<file path="src/design/ihrf_pkg.sv">
// Shared types and constants for the IPv4 header receive filter.
package ihrf_pkg;

  localparam int unsigned PROTO_OFFSET  = 9;
  localparam int unsigned SRC_OFFSET    = 12;
  localparam int unsigned DST_OFFSET    = 16;
  localparam int unsigned ADDR_BYTES    = 4;
  localparam logic [7:0]  ICMP_PROTOCOL = 8'd1;
  localparam logic [15:0] SUM_GOOD      = 16'hFFFF;

  localparam int unsigned CFG_IDX_W = 8;

  typedef enum logic [CFG_IDX_W-1:0] {
    CFG_LOCAL_ADDRESS = 8'd0,
    CFG_SUBNET_MASK   = 8'd1
  } cfg_reg_t;

  typedef enum logic [1:0] {
    VERDICT_BAD_SUM   = 2'd0,
    VERDICT_NOT_OURS  = 2'd1,
    VERDICT_ICMP      = 2'd2,
    VERDICT_OTHER     = 2'd3
  } verdict_t;

  typedef struct packed {
    logic [7:0] header_byte;
    logic       start_of_header;
  } in_item_t;

  typedef struct packed {
    verdict_t    verdict;
    logic [7:0]  protocol;
    logic [31:0] source_address;
  } out_item_t;

  typedef struct packed {
    logic [31:0] local_address;
    logic [31:0] subnet_mask;
  } cfg_t;

endpackage

</file>
<file path="src/design/ihrf_accum.sv">
// Header byte accumulator: count, checksum, held fields and verdict.
module ihrf_accum #(
  parameter int unsigned HEADER_BYTES = 20
) (
  input  logic              clk,
  input  logic              rst_n,
  input  logic              en,
  input  ihrf_pkg::in_item_t  item,
  input  ihrf_pkg::cfg_t      cfg,
  output logic              res_vld,
  output ihrf_pkg::out_item_t res
);
  import ihrf_pkg::*;

  localparam int unsigned CNT_W = $clog2(HEADER_BYTES + 1);
  localparam logic [CNT_W-1:0] LAST_POS  = CNT_W'(HEADER_BYTES - 1);
  localparam logic [CNT_W-1:0] END_COUNT = CNT_W'(HEADER_BYTES);

  logic [CNT_W-1:0] count_r, count_nxt;
  logic [15:0]      sum_r, sum_nxt;
  logic [7:0]       high_r, high_nxt;
  logic [7:0]       proto_r, proto_nxt;
  logic [31:0]      src_r, src_nxt;
  logic [31:0]      dst_r, dst_nxt;

  logic [CNT_W-1:0] pos;
  logic [15:0]      sum_base;
  logic [15:0]      word;
  logic             do_add;
  logic [16:0]      raw_sum;
  logic [15:0]      folded;
  logic             active;
  logic             last;
  logic [31:0]      bcast;
  logic [7:0]       b;

  always_comb begin
    b        = item.header_byte;
    pos      = item.start_of_header ? '0 : count_r;
    sum_base = item.start_of_header ? '0 : sum_r;
    active   = pos < END_COUNT;
    last     = pos == LAST_POS;

    do_add = 1'b0;
    word   = '0;
    if (pos[0]) begin
      do_add = 1'b1;
      word   = {high_r, b};
    end else if (last) begin
      do_add = 1'b1;
      word   = {b, 8'h00};
    end
    raw_sum = {1'b0, sum_base} + {1'b0, word};
    folded  = raw_sum[15:0] + {15'd0, raw_sum[16]};

    count_nxt = count_r;
    sum_nxt   = sum_r;
    high_nxt  = high_r;
    proto_nxt = proto_r;
    src_nxt   = src_r;
    dst_nxt   = dst_r;
    if (en && active) begin
      count_nxt = pos + CNT_W'(1);
      sum_nxt   = do_add ? folded : sum_base;
      high_nxt  = pos[0] ? (item.start_of_header ? '0 : high_r) : b;
      if (pos == CNT_W'(PROTO_OFFSET)) begin
        proto_nxt = b;
      end
      if (pos >= CNT_W'(SRC_OFFSET) && pos < CNT_W'(SRC_OFFSET + ADDR_BYTES)) begin
        src_nxt = {src_r[23:0], b};
      end
      if (pos >= CNT_W'(DST_OFFSET) && pos < CNT_W'(DST_OFFSET + ADDR_BYTES)) begin
        dst_nxt = {dst_r[23:0], b};
      end
    end

    bcast   = (cfg.local_address & cfg.subnet_mask) | ~cfg.subnet_mask;
    res_vld = en && active && last;
    res.protocol       = proto_nxt;
    res.source_address = src_nxt;
    if (sum_nxt != SUM_GOOD) begin
      res.verdict = VERDICT_BAD_SUM;
    end else if (dst_nxt != cfg.local_address && dst_nxt != bcast) begin
      res.verdict = VERDICT_NOT_OURS;
    end else if (proto_nxt == ICMP_PROTOCOL) begin
      res.verdict = VERDICT_ICMP;
    end else begin
      res.verdict = VERDICT_OTHER;
    end
  end

  always_ff @(posedge clk) begin
    if (!rst_n) begin
      count_r <= '0;
      sum_r   <= '0;
      high_r  <= '0;
      proto_r <= '0;
      src_r   <= '0;
      dst_r   <= '0;
    end else begin
      count_r <= count_nxt;
      sum_r   <= sum_nxt;
      high_r  <= high_nxt;
      proto_r <= proto_nxt;
      src_r   <= src_nxt;
      dst_r   <= dst_nxt;
    end
  end

  a_count_range: assert property (@(posedge clk) disable iff (!rst_n)
    count_r <= END_COUNT)
    else $error("byte count beyond header length");

  a_res_at_end: assert property (@(posedge clk) disable iff (!rst_n)
    res_vld |=> count_r == END_COUNT)
    else $error("result without a completed header");

  a_start_restarts: assert property (@(posedge clk) disable iff (!rst_n)
    (en && item.start_of_header) |=> count_r == CNT_W'(1))
    else $error("start byte did not restart the count");

endmodule

</file>
<file path="src/design/ihrf_outbuf.sv">
// Two-entry result buffer: output register plus skid stage.
module ihrf_outbuf (
  input  logic                clk,
  input  logic                rst_n,
  input  logic                push,
  input  ihrf_pkg::out_item_t push_data,
  output logic                can_push,
  output logic                out_valid,
  input  logic                out_ready,
  output ihrf_pkg::out_item_t out_data
);
  import ihrf_pkg::*;

  out_item_t out_r, out_nxt;
  out_item_t skid_r, skid_nxt;
  logic      out_vld_r, out_vld_nxt;
  logic      skid_vld_r, skid_vld_nxt;
  logic      pop;

  always_comb begin
    pop          = out_vld_r && out_ready;
    out_nxt      = out_r;
    skid_nxt     = skid_r;
    out_vld_nxt  = out_vld_r;
    skid_vld_nxt = skid_vld_r;
    if (pop || !out_vld_r) begin
      if (skid_vld_r) begin
        out_nxt      = skid_r;
        out_vld_nxt  = 1'b1;
        skid_nxt     = push_data;
        skid_vld_nxt = push;
      end else begin
        out_nxt     = push_data;
        out_vld_nxt = push;
      end
    end else if (push) begin
      skid_nxt     = push_data;
      skid_vld_nxt = 1'b1;
    end
  end

  always_ff @(posedge clk) begin
    if (!rst_n) begin
      out_vld_r  <= 1'b0;
      skid_vld_r <= 1'b0;
    end else begin
      out_vld_r  <= out_vld_nxt;
      skid_vld_r <= skid_vld_nxt;
    end
    out_r  <= out_nxt;
    skid_r <= skid_nxt;
  end

  assign can_push  = !skid_vld_r;
  assign out_valid = out_vld_r;
  assign out_data  = out_r;

  a_skid_behind_out: assert property (@(posedge clk) disable iff (!rst_n)
    skid_vld_r |-> out_vld_r)
    else $error("skid entry held with empty output register");

  a_no_overrun: assert property (@(posedge clk) disable iff (!rst_n)
    push |-> !skid_vld_r)
    else $error("result pushed into full buffer");

  a_stall_to_skid: assert property (@(posedge clk) disable iff (!rst_n)
    (push && out_vld_r && !out_ready) |=> skid_vld_r && skid_r == $past(push_data))
    else $error("stalled result not held in skid stage");

endmodule

</file>
<file path="src/design/ipv4_header_rx_filter.sv">
// Top level of the IPv4 header receive filter.
// Takes one header byte per clock; in_ready is high unless two finished results are waiting.
// Each byte updates the count, checksum and held fields in the cycle it is accepted, and the
// verdict for the last byte (offset HEADER_BYTES-1) is registered at that same edge, so with
// the output register free out_valid rises in the cycle after the last byte. A start_of_header
// byte drops any partial header and gives no result of its own. Results sit in a
// two-entry output buffer; configuration writes are taken every cycle (cfg_ready is tied high).
module ipv4_header_rx_filter #(
  parameter int unsigned HEADER_BYTES = 20
) (
  input  logic                                clk,
  input  logic                                rst_n,
  input  logic                                in_valid,
  output logic                                in_ready,
  input  ihrf_pkg::in_item_t                  in_data,
  output logic                                out_valid,
  input  logic                                out_ready,
  output ihrf_pkg::out_item_t                 out_data,
  input  logic                                cfg_valid,
  output logic                                cfg_ready,
  input  logic [ihrf_pkg::CFG_IDX_W-1:0]      cfg_index,
  input  logic [31:0]                         cfg_data
);
  import ihrf_pkg::*;

  cfg_t      cfg_r, cfg_nxt;
  logic      en;
  logic      res_vld;
  out_item_t res;

  assign cfg_ready = 1'b1;
  assign en        = in_valid && in_ready;

  always_comb begin
    cfg_nxt = cfg_r;
    if (cfg_valid) begin
      unique case (cfg_index)
        CFG_LOCAL_ADDRESS: cfg_nxt.local_address = cfg_data;
        CFG_SUBNET_MASK:   cfg_nxt.subnet_mask   = cfg_data;
        default:           cfg_nxt               = cfg_r;
      endcase
    end
  end

  always_ff @(posedge clk) begin
    if (!rst_n) begin
      cfg_r <= '0;
    end else begin
      cfg_r <= cfg_nxt;
    end
  end

  ihrf_accum #(
    .HEADER_BYTES(HEADER_BYTES)
  ) u_accum (
    .clk     (clk),
    .rst_n   (rst_n),
    .en      (en),
    .item    (in_data),
    .cfg     (cfg_r),
    .res_vld (res_vld),
    .res     (res)
  );

  ihrf_outbuf u_outbuf (
    .clk       (clk),
    .rst_n     (rst_n),
    .push      (res_vld),
    .push_data (res),
    .can_push  (in_ready),
    .out_valid (out_valid),
    .out_ready (out_ready),
    .out_data  (out_data)
  );

endmodule
</file>
<file path="config.mk">
export PLATFORM = sky130hd
export DESIGN_NAME = ipv4_header_rx_filter
export DESIGN_NICKNAME = d
export VERILOG_FILES = /design/src/design/ihrf_pkg.sv /design/src/design/ihrf_accum.sv /design/src/design/ihrf_outbuf.sv /design/src/design/ipv4_header_rx_filter.sv
export SDC_FILE = /design/constraint.sdc
export NUM_CORES = 1
export LEC_CHECK = 0
export BUFFER_PORTS_ARGS = -buffer_cell sky130_fd_sc_hd__buf_2
export CELL_PAD_IN_SITES_DETAIL_PLACEMENT = 1
export CELL_PAD_IN_SITES_GLOBAL_PLACEMENT = 2
export CORE_MARGIN = 3
export CORE_UTILIZATION = 39
export CTS_CLUSTER_SIZE = 14
export DETAILED_ROUTE_END_ITERATION = 7
export GPL_TIMING_DRIVEN = 0
export PLACE_DENSITY = 0.8
export RECOVER_POWER = 25
export SKIP_CTS_REPAIR_TIMING = 1
export SYNTH_ARGS = -nofsm -noshare
export SYNTH_HDL_FRONTEND = slang
export SYNTH_SLANG_ARGS = --single-unit
</file>
<file path="constraint.sdc">
create_clock -name clk -period 7.1 [get_ports clk]
set_input_delay 0.71 -clock clk [delete_from_list [all_inputs] [get_ports clk]]
set_output_delay 0.71 -clock clk [all_outputs]
set_load 0.02 [all_outputs]
</file>
# Yosys cells after proc, flatten, opt, wreduce, memory -nomap -nowiden
# Cells that the tools add are included.
[word_totals]
reg_bits = 251
out_inout_bits = 45
[classes]
reduce_logical = 16
order_cmp = 4
eq_ne = 9
add_sub_neg = 3
muxes = 27
bitwise_logic = 3
[ops]
columns = ["operator", "n"]
rows = [
  ["42-bit two-way mux", 4],
  ["32-bit two-way mux", 4],
  ["16-bit two-way mux", 5],
  ["32-bit inequality test", 2],
  ["32-bit bitwise AND", 1],
  ["8-bit two-way mux", 4],
  ["32-bit inverter", 1],
  ["32-bit bitwise OR", 1],
  ["16-bit by 16-bit adder with 17-bit output", 1],
  ["16-bit by 1-bit adder with 16-bit output", 1],
  ["8-bit by 1-bit == test with 1-bit output, second input constant", 2],
  ["16-bit inequality test, second input constant", 1],
  ["5-bit less-than comparator, second input constant", 2],
  ["8-bit zero test", 1],
  ["2-bit AND reduction", 4],
  ["1-bit logical AND", 7],
  ["1-bit two-way mux", 7],
  ["5-bit by 1-bit adder with 5-bit output, second input constant", 1],
  ["5-bit by 4-bit == test with 1-bit output, second input constant", 1],
  ["5-bit == test, second input constant", 1],
  ["5-bit by 4-bit >= comparator with 1-bit output, second input constant", 1],
  ["5-bit >= comparator, second input constant", 1],
  ["5-bit two-way mux", 1],
  ["2-bit two-way mux", 2],
  ["other kinds (5)", 6],
]

# Logic depth before layout (Yosys ltp)
# Gate-level depths: netlist of run 1.
[logic_depth]
depth_word = 12
depth_mapped = 28

# By module
# A second synthesis of run 1 with hierarchy kept.
[hier_totals]
cells_unflattened = 1305
area_unflattened_um2 = 13180.1
[modules_own_cells]
columns = ["module", "instances", "area_each_um2", "cells_per_inst", "seq_area_each_um2"]
rows = [
  ["ihrf_accum", 1, 7382.1, 914, 2021.9],
  ["ihrf_outbuf", 1, 3314.4, 141, 2562.5],
  ["ipv4_header_rx_filter", 1, 2483.6, 250, 1281.2],
]

# Worst setup path after synthesis of run 1
# OpenSTA, ideal clock, no wires.
[synth_path]
path_type = "input to register"
from = "input port in_data[0] (netlist name)"
to = "register u_outbuf.out_r, in the netlist u_outbuf.out_data[41], data pin"
t_arrival_ps = 5432
setup_time_ps = 264
stages = 27
path_slack_ps = 1404
n_path_buf = 4
path_cell_list = "clkbuf_1 -> nor2b_1 -> clkbuf_1 -> clkbuf_1 -> ha_1 -> nand3_1 -> nor2_1 -> a22o_1 -> ha_1 -> clkbuf_1 -> nand2_1 -> or2_2 -> a31oi_1 -> o21ai_0 -> nor2_1 -> o21ai_0 -> nand2b_1 -> ha_1 -> ha_1 -> nor4b_2 -> nand4_1 -> nor4_2 -> nand4_1 -> xor2_1 -> a21o_1 -> a32oi_1 -> o31ai_1"
[synth_between]
elab_chain_len = 11
[synth_rtl]
columns = ["item", "line_no", "text"]
rows = [
  ["start, declared", "ipv4_header_rx_filter.sv:15", "input ihrf_pkg::in_item_t in_data,"],
  ["5-bit two-way mux", "ihrf_accum.sv:39", "pos = item.start_of_header ? '0 : count_r;"],
  ["5-bit == test", "ihrf_accum.sv:42", "last = pos == LAST_POS;"],
  ["16-bit two-way mux", "ihrf_accum.sv:49", "end else if (last) begin"],
  ["16-bit two-way mux", "ihrf_accum.sv:46", "if (pos[0]) begin"],
  ["16-bit by 16-bit adder with 17-bit output", "ihrf_accum.sv:53", "raw_sum = {1'b0, sum_base} + {1'b0, word};"],
  ["16-bit by 1-bit adder with 16-bit output", "ihrf_accum.sv:54", "folded = raw_sum[15:0] + {15'd0, raw_sum[16]};"],
  ["16-bit two-way mux", "ihrf_accum.sv:64", "sum_nxt = do_add ? folded : sum_base;"],
  ["16-bit two-way mux", "ihrf_accum.sv:62", "if (en && active) begin"],
  ["16-bit inequality test", "ihrf_accum.sv:81", "if (sum_nxt != SUM_GOOD) begin"],
  ["2-bit two-way mux *", "ihrf_accum.sv:81", ""],
  ["42-bit two-way mux *", "ihrf_outbuf.sv:27", "if (skid_vld_r) begin"],
  ["end signal, assigned", "ihrf_outbuf.sv:50", "out_r <= out_nxt;"],
  ["end, declared", "ihrf_outbuf.sv:14", "out_item_t out_r, out_nxt;"],
]
# Mark *: on every way between the ends. The rest lies on a longest branch, timed or not.
# A chain may end at the register's enable or synchronous reset.

# Final worst setup path of run 1
[layout_path]
from = "input port in_data[0] (netlist name)"
to = "register u_outbuf.out_r, in the netlist u_outbuf.out_data[40], data pin"
# Same word-level chain as after synthesis.

==> results of run 1 <==
[path summary, 6_finish.rpt]
kind	from	endpoint	slack (ns)	depth (start not counted)
worst max-delay path	in_data[0]	u_outbuf.out_data[40]	0.60	30
worst max register to register	u_accum.count_r[0]	u_outbuf.out_data[40]	0.64	26
worst min-delay path	cfg_data[14]	cfg_r[46]	0.41	3
worst min register to register	cfg_r[1]	cfg_r[1]	0.46	2
[per-stage QoR]
| stage | power, W | setup TNS, ns | instance area, um2 | hold WS (ns) |
|---|---|---|---|---|
| final | 0.00303 | 0 | 14700 | 0.412 |
| after floorplan | 0.00157 | 0 | 12800 | 0.439 |
| after global placement | 0.00163 | -2.25 | 13800 | 0.452 |
| after CTS | 0.00306 | -0.503 | 14800 | 0.396 |
| after global routing | 0.00313 | -0.0264 | 14700 | 0.407 |
| after detailed placement | 0.00163 | -2.44 | 13800 | 0.459 |
[power breakdown]
part / internal (W) / switching (W) / leakage, nW / total (W)
Combinational: 0.0000400 / 0.0000772 / 2.76 / 0.000117
Sequential: 0.00148 / 0.00000354 / 2.30 / 0.00148
Clock: 0.000835 / 0.000592 / 0.434 / 0.00143
[routing by layer]
| layer | wire (um) | up-vias | share of wire [%] | GRT usage, % |
|---|---|---|---|---|
| met5 | 0 | - | 0 | 0 |
| met4 | 1100 | 0 | 2.7 | 5.44 |
| met3 | 1600 | 61 | 4.0 | 3.00 |
| met2 | 19400 | 177 | 48 | 39.0 |
| met1 | 18100 | 4984 | 45 | 29.9 |
| li1 | - | 4961 | - | - |
[cell usage in the layout, fill, tap and decap left out, types with 22 or more instances in the layout]
| master | count |
|---|---|
| sky130_fd_sc_hd__ha_1 | 23 |
| sky130_fd_sc_hd__nor2b_1 | 60 |
| sky130_fd_sc_hd__nand3_1 | 49 |
| sky130_fd_sc_hd__nor2_1 | 32 |
| sky130_fd_sc_hd__nor3b_1 | 22 |
| sky130_fd_sc_hd__nand2_1 | 172 |
| sky130_fd_sc_hd__clkbuf_16 | 28 |
| sky130_fd_sc_hd__a21oi_1 | 34 |
| sky130_fd_sc_hd__dfxtp_1 | 167 |
| sky130_fd_sc_hd__clkbuf_1 | 109 |
| sky130_fd_sc_hd__and2_1 | 75 |
| sky130_fd_sc_hd__o21ai_0 | 45 |
| sky130_fd_sc_hd__edfxtp_1 | 84 |
| sky130_fd_sc_hd__a21boi_0 | 107 |
| sky130_fd_sc_hd__buf_2 | 62 |
| sky130_fd_sc_hd__inv_1 | 24 |
| sky130_fd_sc_hd__mux2_2 | 80 |
[worst max-delay path, delay by kind of cell]
kind | cells | cell delay, ns
simple gates | 12 | 1.96
compound gates | 7 | 1.40
fa+ha+maj | 4 | 1.00
buf+inv | 6 | 1.49
xor+xnor | 1 | 0.27
[layout make-up]
type / instances / area share [%]
Sequential cell: 251 / 39.9
Clock buffer: 41 / 5.30
Clock inverter: 10 / 0.834
Buffer: 72 / 2.16
Multi-Input combinational cell: 963 / 44.4
Inverter: 25 / 0.638
Timing Repair Buffer: 99 / 3.11
Tap cell: 435 / 3.70
[sequential cells by signal, summed over array words and instances, names as in the netlist]
signal	count
u_outbuf.skid_vld_r	1
u_accum.src_r	32
u_outbuf.out_valid	1
u_outbuf.out_data	42
u_accum.count_r	5
u_accum.dst_r	32
cfg_r	64
u_accum.proto_r	8
u_accum.high_r	8
u_outbuf.skid_r	42
u_accum.sum_r	16
[cells by family after synthesis]
logic type,after synthesis
multiplexers,90
flip-flops,251
buffers and inverters,98
other,1
AND/OR/NAND/NOR,533
AO/OA/AOI/OAI,293
XOR/XNOR,22
adder cells (fa/ha/maj),24
==> impl_summary.log, run 1 <==
[metrics] post-layout min period: 6.50 ns
[metrics] adder-cell share of the synthesized area: under 10%
[metrics] final max-slew violation count: 31
[metrics] worst-path cell with the longest stage delay: sky130_fd_sc_hd__clkbuf_1
[metrics] Initial Util: around two fifths
[metrics] category of the worst setup path launch point: input pin
[metrics] violated checks: capacitance limit, slew limit
[metrics] main combinational cell family by area after synthesis: simple AND/OR/NAND/NOR gates
[metrics] Final Skew: about 0.026 ns
[metrics] Synth area leader: sky130_fd_sc_hd__dfxtp_1
[metrics] data required time at the worst endpoint: approximately 7.4 ns
[metrics] die extent in x: about 190 um
[metrics] share of synthesized area spent on multiplexers: 7.83%
[metrics] number of unique standard cell types used by synthesis: a little under 80
[metrics] asr flop ratio synth: 0%
[metrics] maximum fanout along the worst path: 11
[metrics] count of endpoints failing hold in the final timing report: 0
[metrics] H-tree levels: 1
[metrics] Layout area overhead: 15.1%
[metrics] initial antenna violation count: 1
[metrics] Period Utilization, post-route: 91.6%
[metrics] number of nets with antenna violations after routing: 0
[metrics] GRT Residual Overflow: 0
[metrics] Post-synth EDFFs: 84
[metrics] max incr delay on CP: between 0.3 and 0.4 ns
[metrics] Max VDD drop: between 0.15 and 0.2 mV
[metrics] count of inserted antenna diode cells: 0
[metrics] slack of the critical path: 0.596 ns
[metrics] Synth area leaders: sky130_fd_sc_hd__dfxtp_1 26%, sky130_fd_sc_hd__edfxtp_1 20%, sky130_fd_sc_hd__mux2_2 7.0%, sky130_fd_sc_hd__a21boi_0 6.3%, sky130_fd_sc_hd__nand2_1 5.1%
[metrics] number of global-route vias before repair: ~11,000
[metrics] net total in the final layout: 1,518
[metrics] Mean Syn Cell Area: roughly 9.7 um2
[metrics] core outline area: roughly 32,000 um2
[metrics] status: finished with violations
[metrics] cell with the most instances on the worst path: sky130_fd_sc_hd__ha_1
[metrics] area share of the largest cell type after synthesis: between 20% and 30%
[metrics] arrival time of data at the critical path endpoint: around 6.8 ns
[metrics] CTS tree: done
[metrics] Vias/cell: between 5 and 6
[metrics] post-placement worst setup slack: -0.609 ns
[metrics] CTS root buffer: sky130_fd_sc_hd__clkbuf_16
[metrics] top post-synthesis cells by count: 172 x sky130_fd_sc_hd__nand2_1, 167 x sky130_fd_sc_hd__dfxtp_1, 107 x sky130_fd_sc_hd__a21boi_0, 84 x sky130_fd_sc_hd__edfxtp_1, 80 x sky130_fd_sc_hd__mux2_2
[metrics] register area: about 6000 um2
[metrics] Inserted Clock Buffers: 28
[metrics] pin count of the biggest net entering global routing: 31
[metrics] Remaining DRCs: 0
[metrics] DR vias: 10,200
[metrics] final setup vio count: 0
[metrics] element type at the critical path end: flip-flop
[metrics] Netlist Area Pre-Place: between 10,000 and 15,000 um2
[metrics] sequential fraction of the synthesis area: a little under half
[metrics] Top-Level Pins: just under 100
[metrics] input/output buffers: 96
[metrics] worst setup path class: in2reg
[metrics] Reg clk slew, reported paths: 0.06 ns
[metrics] Power per Cell Area: around 210 nW/um2
[metrics] routed length per instance: 21.2 um
[metrics] tightest slew margin relative to the limit: -10.4%
[metrics] All-Layer GR Usage: a little under a quarter
[metrics] Filler cells: about 3,700
[metrics] Iteration-0 DRC Markers: around 500
[metrics] area of combinational cells with multiple inputs: 6530 um2
[metrics] first-pass GRT wire length: ~62 mm
[metrics] floorplan die area: between 30,000 and 40,000 um2
[metrics] number of warnings reported in the yosys synthesis log: 0
[metrics] Skew-Pair Late Insertion Delay: ~0.55 ns
[metrics] Lkg Pwr: 5.50 nW
[metrics] path class of the lowest-slack min-delay path: in2reg
[metrics] FF+latch count, synth: between 200 and 300
[metrics] worst slew pin tran: around 1.7 ns
[metrics] post-DP HPWL: approximately 30 mm
[metrics] Final Routed Wirelength: about 40 mm
[metrics] share of the core filled with cells in the final layout: 46.0%
[metrics] first-pass iteration count of the detailed router: 4
[metrics] final RePlAce weighted congestion: between 0.9 and 1
[metrics] most common cell in the synthesized netlist: sky130_fd_sc_hd__nand2_1
[metrics] clock sinks: approximately 250
[metrics] number of placed instances with taps included: ~1,800
[metrics] area fraction in compound gates after synthesis: 16.1%
[metrics] non-filler cells in the finished layout: 1,896
[metrics] basic-gate share of the synthesized area counting and, or, nand and nor cells: 22.8%
[metrics] Net Count, Synth: roughly 1,400
[metrics] prevailing post-synth register cell: sky130_fd_sc_hd__dfxtp_1
[metrics] Cells after Synth: about 1,300
[metrics] maximum capacitance violations: 1
[metrics] share of the synthesized netlist area taken by xor and xnor gates: under 10%
[metrics] fraction of layout instances using a drive strength above 1: 14.9%
[metrics] Max Clk Rate: 0.154 GHz
[metrics] chip height: between 150 and 200 um
[metrics] # rows: 65
[metrics] clk buf depth: 3
(Power assumes the default switching activity.)
==> inputs of run 2 (changes only) <==
--- a/config.mk
+++ b/config.mk
@@ -5,15 +5,15 @@
 export SDC_FILE = /design/constraint.sdc
 export NUM_CORES = 1
 export LEC_CHECK = 0
-export BUFFER_PORTS_ARGS = -buffer_cell sky130_fd_sc_hd__buf_2
 export CELL_PAD_IN_SITES_DETAIL_PLACEMENT = 1
 export CELL_PAD_IN_SITES_GLOBAL_PLACEMENT = 2
 export CORE_MARGIN = 3
 export CORE_UTILIZATION = 39
 export CTS_CLUSTER_SIZE = 14
 export DETAILED_ROUTE_END_ITERATION = 7
+export DONT_BUFFER_PORTS = 1
 export GPL_TIMING_DRIVEN = 0
-export PLACE_DENSITY = 0.8
+export PLACE_DENSITY = 0.76
 export RECOVER_POWER = 25
 export SKIP_CTS_REPAIR_TIMING = 1
 export SYNTH_ARGS = -nofsm -noshare
==> constraint.sdc (replaced) <==
create_clock -name clk -period 7.1 [get_ports clk]
set_input_delay 0.355 -clock clk [delete_from_list [all_inputs] [get_ports clk]]
set_output_delay 0.355 -clock clk [all_outputs]
set_load 0.02 [all_outputs]
==> run 2 against run 1 <==
  * The flow finishes with violations (hold timing)
  * Clock power rose by 6%
  * Clock-buffer cell count is 5 lower
  * Die area unchanged
  * Global-route usage is 0.15 points lower
  * Utilization up 0.082 points
  * Via count is 0.22% lower
  * Combinational power down 5%
==> impl_summary.log, run 2 (synthesized netlist as in run 1, its figures left out) <==
[metrics] maximum fanout along the worst path: 11 (unchanged)
[metrics] Remaining DRCs: 0 (unchanged)
[metrics] final setup vio count: 0 (unchanged)
[metrics] pin count of the biggest net entering global routing: 27 (-13%)
[metrics] worst slew pin tran: 1.41 ns (-0.243 ns)
[metrics] fraction of layout instances using a drive strength above 1: 12.3% (-2.7 points)
[metrics] post-layout min period: 6.43 ns (-0.0781 ns)
[metrics] final max-slew violation count: 0 (-100%)
[metrics] floorplan die area: 35,000 um2 (unchanged)
[metrics] CTS root buffer: sky130_fd_sc_hd__clkbuf_16
[metrics] Final Routed Wirelength: 40.3 mm (+0.28%)
[metrics] Switching Fraction: 22.0% (-0.18 points)
[metrics] clock sinks: 251 (unchanged)
[metrics] category of cells accounting for the largest share of critical-path delay: simple AND/OR/NAND/NOR gates
[metrics] hold slack final: -0.0354 ns (-0.447 ns)
[metrics] highest-count cells in the layout ignoring fill and taps: 172 x sky130_fd_sc_hd__nand2_1, 166 x sky130_fd_sc_hd__dfxtp_1, 107 x sky130_fd_sc_hd__a21boi_0
[metrics] GRT Residual Overflow: 0 (unchanged)
[metrics] Iteration-0 DRC Markers: 559 (+9.6%)
[metrics] DR vias: 10,200 (-0.22%)
[metrics] Clk pwr share: 48.9% (+1.7 points)
[metrics] element type at the critical path end: flip-flop
[metrics] Layout area overhead: 15.3%
[metrics] final RePlAce weighted congestion: 0.900 (-1.3%)
[metrics] number of global-route vias before repair: 10,300 (-3.2%)
[metrics] first-pass iteration count of the detailed router: 5 (+1)
[metrics] # rows: 65 (unchanged)
[metrics] Psw: 0.000687 W (+2.1%)
[metrics] Initial Util: 40.0% (unchanged)
[metrics] first-pass GRT wire length: 61.5 mm (-1.3%)
[metrics] CTS tree: done
[metrics] tightest slew margin relative to the limit: 5.80% (+16 points)
[metrics] All-Layer GR Usage: 22.4% (-0.15 points)
[metrics] worst setup path class: reg2reg
[metrics] Lkg Pwr: 5.44 nW (-1.1%)
[metrics] initial antenna violation count: 1 (unchanged)
[metrics] Skew-Pair Late Insertion Delay: 0.55 ns (about the same)
[metrics] Vias/cell: 5.53 (+2.9%)
[metrics] violated checks: hold timing
[metrics] die extent in x: 187 um (unchanged)
[metrics] max FFs per register: 64 (unchanged)
[metrics] Final Skew: 0.00954 ns (-0.0168 ns)
[metrics] post-placement worst setup slack: -0.156 ns (+0.453 ns)
[metrics] routed length per instance: 21.9 um (+3.4%)
[metrics] register with the most flip-flops: cfg_r
[metrics] cell with the most instances on the worst path: sky130_fd_sc_hd__ha_1
[metrics] clk buf depth: 3 (unchanged)
[metrics] path class of the lowest-slack min-delay path: in2reg
[metrics] most common cell after layout, fill and taps aside: sky130_fd_sc_hd__nand2_1
[metrics] worst-path cell with the longest stage delay: sky130_fd_sc_hd__dfxtp_2
[metrics] net total in the final layout: 1,460 (-3.8%)
[metrics] status: finished with violations
[metrics] chip height: 187 um (unchanged)
[metrics] data required time at the worst endpoint: 7.45 ns (+0.02 ns)
[metrics] category of the worst setup path launch point: flip-flop
[metrics] Power per Cell Area: 211 nW/um2 (+2.8%)
[metrics] Inserted Clock Buffers: 28 (unchanged)
[metrics] maximum capacitance violations: 0 (-1)
[metrics] count of endpoints failing hold in the final timing report: 2 (+2)
[metrics] combinational share of power: 3.6% (-0.3 points)
[metrics] share of power burned in registers: 47.6% (-1.4 points)
[metrics] buffers plus inverters on the worst setup path: 3 (-3)
[metrics] input/output buffers: 0 (-100%)
[metrics] max incr delay on CP: 0.42 ns (+0.05 ns)
[metrics] Reg clk slew, reported paths: 0.06 ns (about the same)
[metrics] Max VDD drop: 0.205 mV (+9.4%)
[metrics] post-DP HPWL: 30.1 mm (-1.1%)
[metrics] Top-Level Pins: 99 (unchanged)
[metrics] Period Utilization, post-route: 90.5% (-1.1 points)
[metrics] core outline area: 32,000 um2 (unchanged)
[metrics] count of inserted antenna diode cells: 0 (unchanged)
[metrics] number of nets with antenna violations after routing: 0 (unchanged)
[metrics] H-tree levels: 1 (unchanged)
[metrics] slack of the critical path: 0.674 ns (+0.0781 ns)
[metrics] arrival time of data at the critical path endpoint: 6.77 ns (-0.06 ns)
[metrics] cell internal power dissipation: 0.00243 W (+3.2%)
[metrics] Max Clk Rate: 0.156 GHz (+1.2%)
-- run 2: per-stage QoR --
stage                     cells  instance area, um2  setup TNS (ns)  utilization, %  total power, W
after floorplan            1312               12800               0               -         0.00157
after global placement     1747               13300               0            41.7         0.00160
after detailed placement   1749               13400          -0.396            41.8         0.00160
after CTS                  1801               14300          -0.584            44.9         0.00312
after global routing       1839               14700         -0.0155            46.1         0.00322
final                      1839               14700               0            46.1         0.00312
-- run 2: path summary, 6_finish.rpt --
check | start | end | slack [ns] | cells after the start
hold / removal | cfg_data[16] | cfg_r[48] | -0.04 | 2
setup / recovery | u_accum.count_r[0] | u_outbuf.out_data[40] | 0.67 | 27
setup reg to reg | u_accum.count_r[0] | u_outbuf.out_data[40] | 0.67 | 27
hold reg to reg | cfg_r[44] | cfg_r[44] | 0.46 | 2
-- run 2: power groups by stage --
stage	sequential (W)	combinational, W	clock [W]
after floorplan	0.00151	0.0000602	0
final	0.00148	0.000111	0.00152
after global routing	0.00148	0.000122	0.00162
after global placement	0.00151	0.0000908	0
after CTS	0.00148	0.0000922	0.00155
after detailed placement	0.00151	0.0000918	0
-- run 2: layout make-up --
class,instances,area (um2)
Buffer,72,319
Clock buffer,36,761
Clock inverter,16,209
Fill cell,3594,17200
Inverter,25,93.8
Multi-Input combinational cell,963,6530
Sequential cell,251,5870
Tap cell,435,544
Timing Repair Buffer,41,412
-- run 2: per-layer routing --
metal  track usage [%]  vias to the layer above  part of all wire, %
met5             0.275                        -                    0
met4              6.54                        0                  3.3
met3              3.71                       73                  4.0
met2              38.1                      207                   47
met1              29.3                     5029                   45
li1                  -                     4852                    -
==> inputs of run 3 (changes only) <==
--- a/config.mk
+++ b/config.mk
@@ -8,12 +8,12 @@
 export CELL_PAD_IN_SITES_DETAIL_PLACEMENT = 1
 export CELL_PAD_IN_SITES_GLOBAL_PLACEMENT = 2
 export CORE_MARGIN = 3
-export CORE_UTILIZATION = 39
+export CORE_UTILIZATION = 40
 export CTS_CLUSTER_SIZE = 14
 export DETAILED_ROUTE_END_ITERATION = 7
 export DONT_BUFFER_PORTS = 1
 export GPL_TIMING_DRIVEN = 0
-export PLACE_DENSITY = 0.76
+export PLACE_DENSITY = 0.78
 export RECOVER_POWER = 25
 export SKIP_CTS_REPAIR_TIMING = 1
 export SYNTH_ARGS = -nofsm -noshare
==> run 3 against run 2 <==
  * The flow finishes with violations (hold timing, capacitance limit, slew limit)
  * Maximum frequency fell by 0.53%
  * Via count fell by 0.48%
  * Die area fell by 2.4%
  * Utilization rose by 0.86 points
  * Global-route usage rose by 0.42 points
  * Sequential cell count did not move
  * Clock power fell by 5%
  * Critical endpoint unchanged
  * Largest cell class unchanged
==> impl_summary.log, run 3 (synthesized netlist as in run 1, its figures left out) <==
[metrics] clk buf depth: 3 (unchanged)
[metrics] post-placement worst setup slack: -0.0756 ns (+0.0806 ns)
[metrics] violated checks: hold timing, capacitance limit, slew limit
[metrics] Reg clk slew, reported paths: 0.06 ns (about the same)
[metrics] highest-count cells in the layout ignoring fill and taps: 172 x sky130_fd_sc_hd__nand2_1, 167 x sky130_fd_sc_hd__dfxtp_1, 107 x sky130_fd_sc_hd__a21boi_0
[metrics] DR vias: 10,100 (-0.48%)
[metrics] slack of the critical path: 0.639 ns (-0.0345 ns)
[metrics] Skew-Pair Late Insertion Delay: 0.56 ns (about the same)
[metrics] Lkg Pwr: 5.39 nW (-0.74%)
[metrics] most common cell after layout, fill and taps aside: sky130_fd_sc_hd__nand2_1
[metrics] Remaining DRCs: 0 (unchanged)
[metrics] hold path start: cfg_data[28]
[metrics] worst reg2reg setup slack: 0.64 ns (-0.03 ns)
[metrics] net total in the final layout: 1,456 (-0.27%)
[metrics] path class of the lowest-slack min-delay path: in2reg
[metrics] final RePlAce weighted congestion: 0.898 (-0.18%)
[metrics] # rows: 64 (-1.5%)
[metrics] count of endpoints failing hold in the final timing report: 6 (+4)
[metrics] worst setup path class: reg2reg
[metrics] H-tree levels: 1 (unchanged)
[metrics] final setup vio count: 0 (unchanged)
[metrics] terminus of the critical flop-to-flop path: u_outbuf.out_data[40]
[metrics] buffers plus inverters on the worst setup path: 3 (unchanged)
[metrics] category of the worst setup path launch point: flip-flop
[metrics] Initial Util: 41.1% (+1.1 points)
[metrics] count of inserted antenna diode cells: 0 (unchanged)
[metrics] first-pass iteration count of the detailed router: 5 (unchanged)
[metrics] chip height: 185 um (-1.2%)
[metrics] floorplan die area: 34,100 um2 (-2.4%)
[metrics] post-DP HPWL: 29.4 mm (-2.3%)
[metrics] Max Clk Rate: 0.155 GHz (-0.53%)
[metrics] tightest slew margin relative to the limit: -33.6% (-39 points)
[metrics] Layout area overhead: 14.2%
[metrics] fraction of layout instances using a drive strength above 1: 11.9% (-0.37 points)
[metrics] GRT Residual Overflow: 0 (unchanged)
[metrics] Max VDD drop: 0.164 mV (-20%)
[metrics] status: finished with violations
[metrics] data required time at the worst endpoint: 7.44 ns (about the same)
[metrics] initial antenna violation count: 0 (-1)
[metrics] register with the most flip-flops: cfg_r
[metrics] max incr delay on CP: 0.51 ns (+0.09 ns)
[metrics] pin count of the biggest net entering global routing: 38 (+41%)
[metrics] element type at the critical path end: flip-flop
[metrics] category of cells accounting for the largest share of critical-path delay: simple AND/OR/NAND/NOR gates
[metrics] worst slew pin tran: 2.00 ns (+0.592 ns)
[metrics] number of global-route vias before repair: 10,200 (-1.2%)
[metrics] post-layout min period: 6.46 ns (+0.0345 ns)
[metrics] Final Routed Wirelength: 39.5 mm (-2.0%)
[metrics] die extent in x: 185 um (-1.2%)
[metrics] All-Layer GR Usage: 22.8% (+0.42 points)
[metrics] number of nets with antenna violations after routing: 0 (unchanged)
[metrics] source of the worst register-to-register timing path: u_accum.count_r[0]
[metrics] timing endpoint of the critical path: u_outbuf.out_data[40]
[metrics] max FFs per register: 64 (unchanged)
[metrics] Period Utilization, post-route: 91.0% (+0.49 points)
[metrics] R2R depth: 26 (-3.7%)
[metrics] Final Skew: 0.0163 ns (+0.00678 ns)
[metrics] CTS root buffer: sky130_fd_sc_hd__clkbuf_16
[metrics] Filler cells: 3,526 (-1.9%)
[metrics] routed length per instance: 22.0 um (+0.52%)
[metrics] Inserted Clock Buffers: 27 (-3.6%)
[metrics] hold slack final: -0.0474 ns (-0.0120 ns)
[metrics] maximum capacitance violations: 1 (+1)
[metrics] core outline area: 31,100 um2 (-2.8%)
[metrics] instance count on the critical path: 26 (-3.7%)
[metrics] arrival time of data at the critical path endpoint: 6.80 ns (+0.03 ns)
[metrics] first-pass GRT wire length: 59.9 mm (-2.6%)
[metrics] Vias/cell: 5.64 (+2.1%)
[metrics] Power per Cell Area: 208 nW/um2 (-1.6%)
[metrics] worst-path cell with the longest stage delay: sky130_fd_sc_hd__dfxtp_1
[metrics] CTS tree: done
[metrics] maximum fanout along the worst path: 11 (unchanged)
[metrics] Iteration-0 DRC Markers: 599 (+7.2%)
[metrics] final max-slew violation count: 38 (+38)
[metrics] non-filler cells in the finished layout: 1,793 (-2.5%)
[metrics] number of placed instances with taps included: 1,710 (-2.2%)
[metrics] Top-Level Pins: 99 (unchanged)
[metrics] input/output buffers: 0 (unchanged)
[metrics] clock sinks: 251 (unchanged)
[metrics] launch point of the worst path: u_accum.count_r[0]
[run 3: changes by cell type in the layout (fill, tap and decap cells not counted), sizes merged]
cell,previous run,this run
buf,20,19
bufinv,4,3
clkbuf,91,95
clkinv,10,4
clkinvlp,2,1
dlygate4sd3,38,36
[run 3: area by class of cell]
type / count / area [um2] / share of cell area [%]
Clock inverter: 8 / 133 / 0.909
Buffer: 72 / 319 / 2.19
Tap cell: 396 / 495 / 3.40
Timing Repair Buffer: 38 / 392 / 2.68
Sequential cell: 251 / 5870 / 40.2
Multi-Input combinational cell: 963 / 6530 / 44.7
Inverter: 25 / 93.8 / 0.643
Clock buffer: 40 / 764 / 5.24
[run 3: per-stage QoR]
stage          setup TNS [ns]  area, um2  hold slack (ns)  utilization [%]  power (W)
6_report                    0      14600          -0.0474             47.0    0.00304
5_1_grt               -0.0121      14600         -0.00433             47.0    0.00313
4_1_cts                -0.441      14200          -0.0718             45.8    0.00305
3_5_place_dp           -0.146      13300            0.461             42.9    0.00160
3_3_place_gp          -0.0980      13300            0.452             42.7    0.00160
2_1_floorplan               0      12800            0.439                -    0.00157
[run 3: worst reg2reg max path: stages (launching register included)]
cell and delay [ns]:
sky130_fd_sc_hd__dfxtp_1 0.51, sky130_fd_sc_hd__nor2b_1 0.20, sky130_fd_sc_hd__clkbuf_2 0.26, sky130_fd_sc_hd__clkbuf_2 0.30, sky130_fd_sc_hd__ha_1 0.30, sky130_fd_sc_hd__nand3_1 0.15, sky130_fd_sc_hd__nor2_4 0.23, sky130_fd_sc_hd__a22o_1 0.19
sky130_fd_sc_hd__ha_1 0.13, sky130_fd_sc_hd__clkbuf_1 0.29, sky130_fd_sc_hd__nand2_1 0.11, sky130_fd_sc_hd__nor2_1 0.10, sky130_fd_sc_hd__o21ai_0 0.24, sky130_fd_sc_hd__a31oi_1 0.27, sky130_fd_sc_hd__o21ai_0 0.15, sky130_fd_sc_hd__nor2_1 0.10
sky130_fd_sc_hd__o21ai_0 0.09, sky130_fd_sc_hd__nand2b_1 0.16, sky130_fd_sc_hd__ha_1 0.22, sky130_fd_sc_hd__nor3b_1 0.34, sky130_fd_sc_hd__nand4_1 0.30, sky130_fd_sc_hd__nor4_4 0.43, sky130_fd_sc_hd__and3_1 0.27, sky130_fd_sc_hd__nand3b_1 0.11
sky130_fd_sc_hd__xnor2_1 0.32, sky130_fd_sc_hd__a32oi_1 0.14, sky130_fd_sc_hd__o31ai_1 0.34
[run 3: where the power goes]
part / switching (W) / total [W] / internal [W]
Clock: 0.000590 / 0.00145 / 0.000855
Combinational: 0.0000666 / 0.000110 / 0.0000433
Sequential: 0.00000365 / 0.00148 / 0.00148
Total: 0.000661 / 0.00304 / 0.00238
[run 3: how the worst min path moves through the flow]
stage,endpoint,depth (start not counted),slack [ns]
6_report,cfg_r[28],2,-0.05
5_1_grt,cfg_r[16],2,-0.004
4_1_cts,cfg_r[18],2,-0.07
3_5_place_dp,cfg_r[9],2,0.46
3_3_place_gp,cfg_r[9],2,0.45
2_1_floorplan,cfg_r[17],2,0.44
[run 3: routing by layer]
metal  share of wire [%]  global-route usage [%]
met1                  45                    30.4
met2                  47                    38.4
met3                 4.2                    3.51
met4                 3.2                    6.63
met5                   0                       0
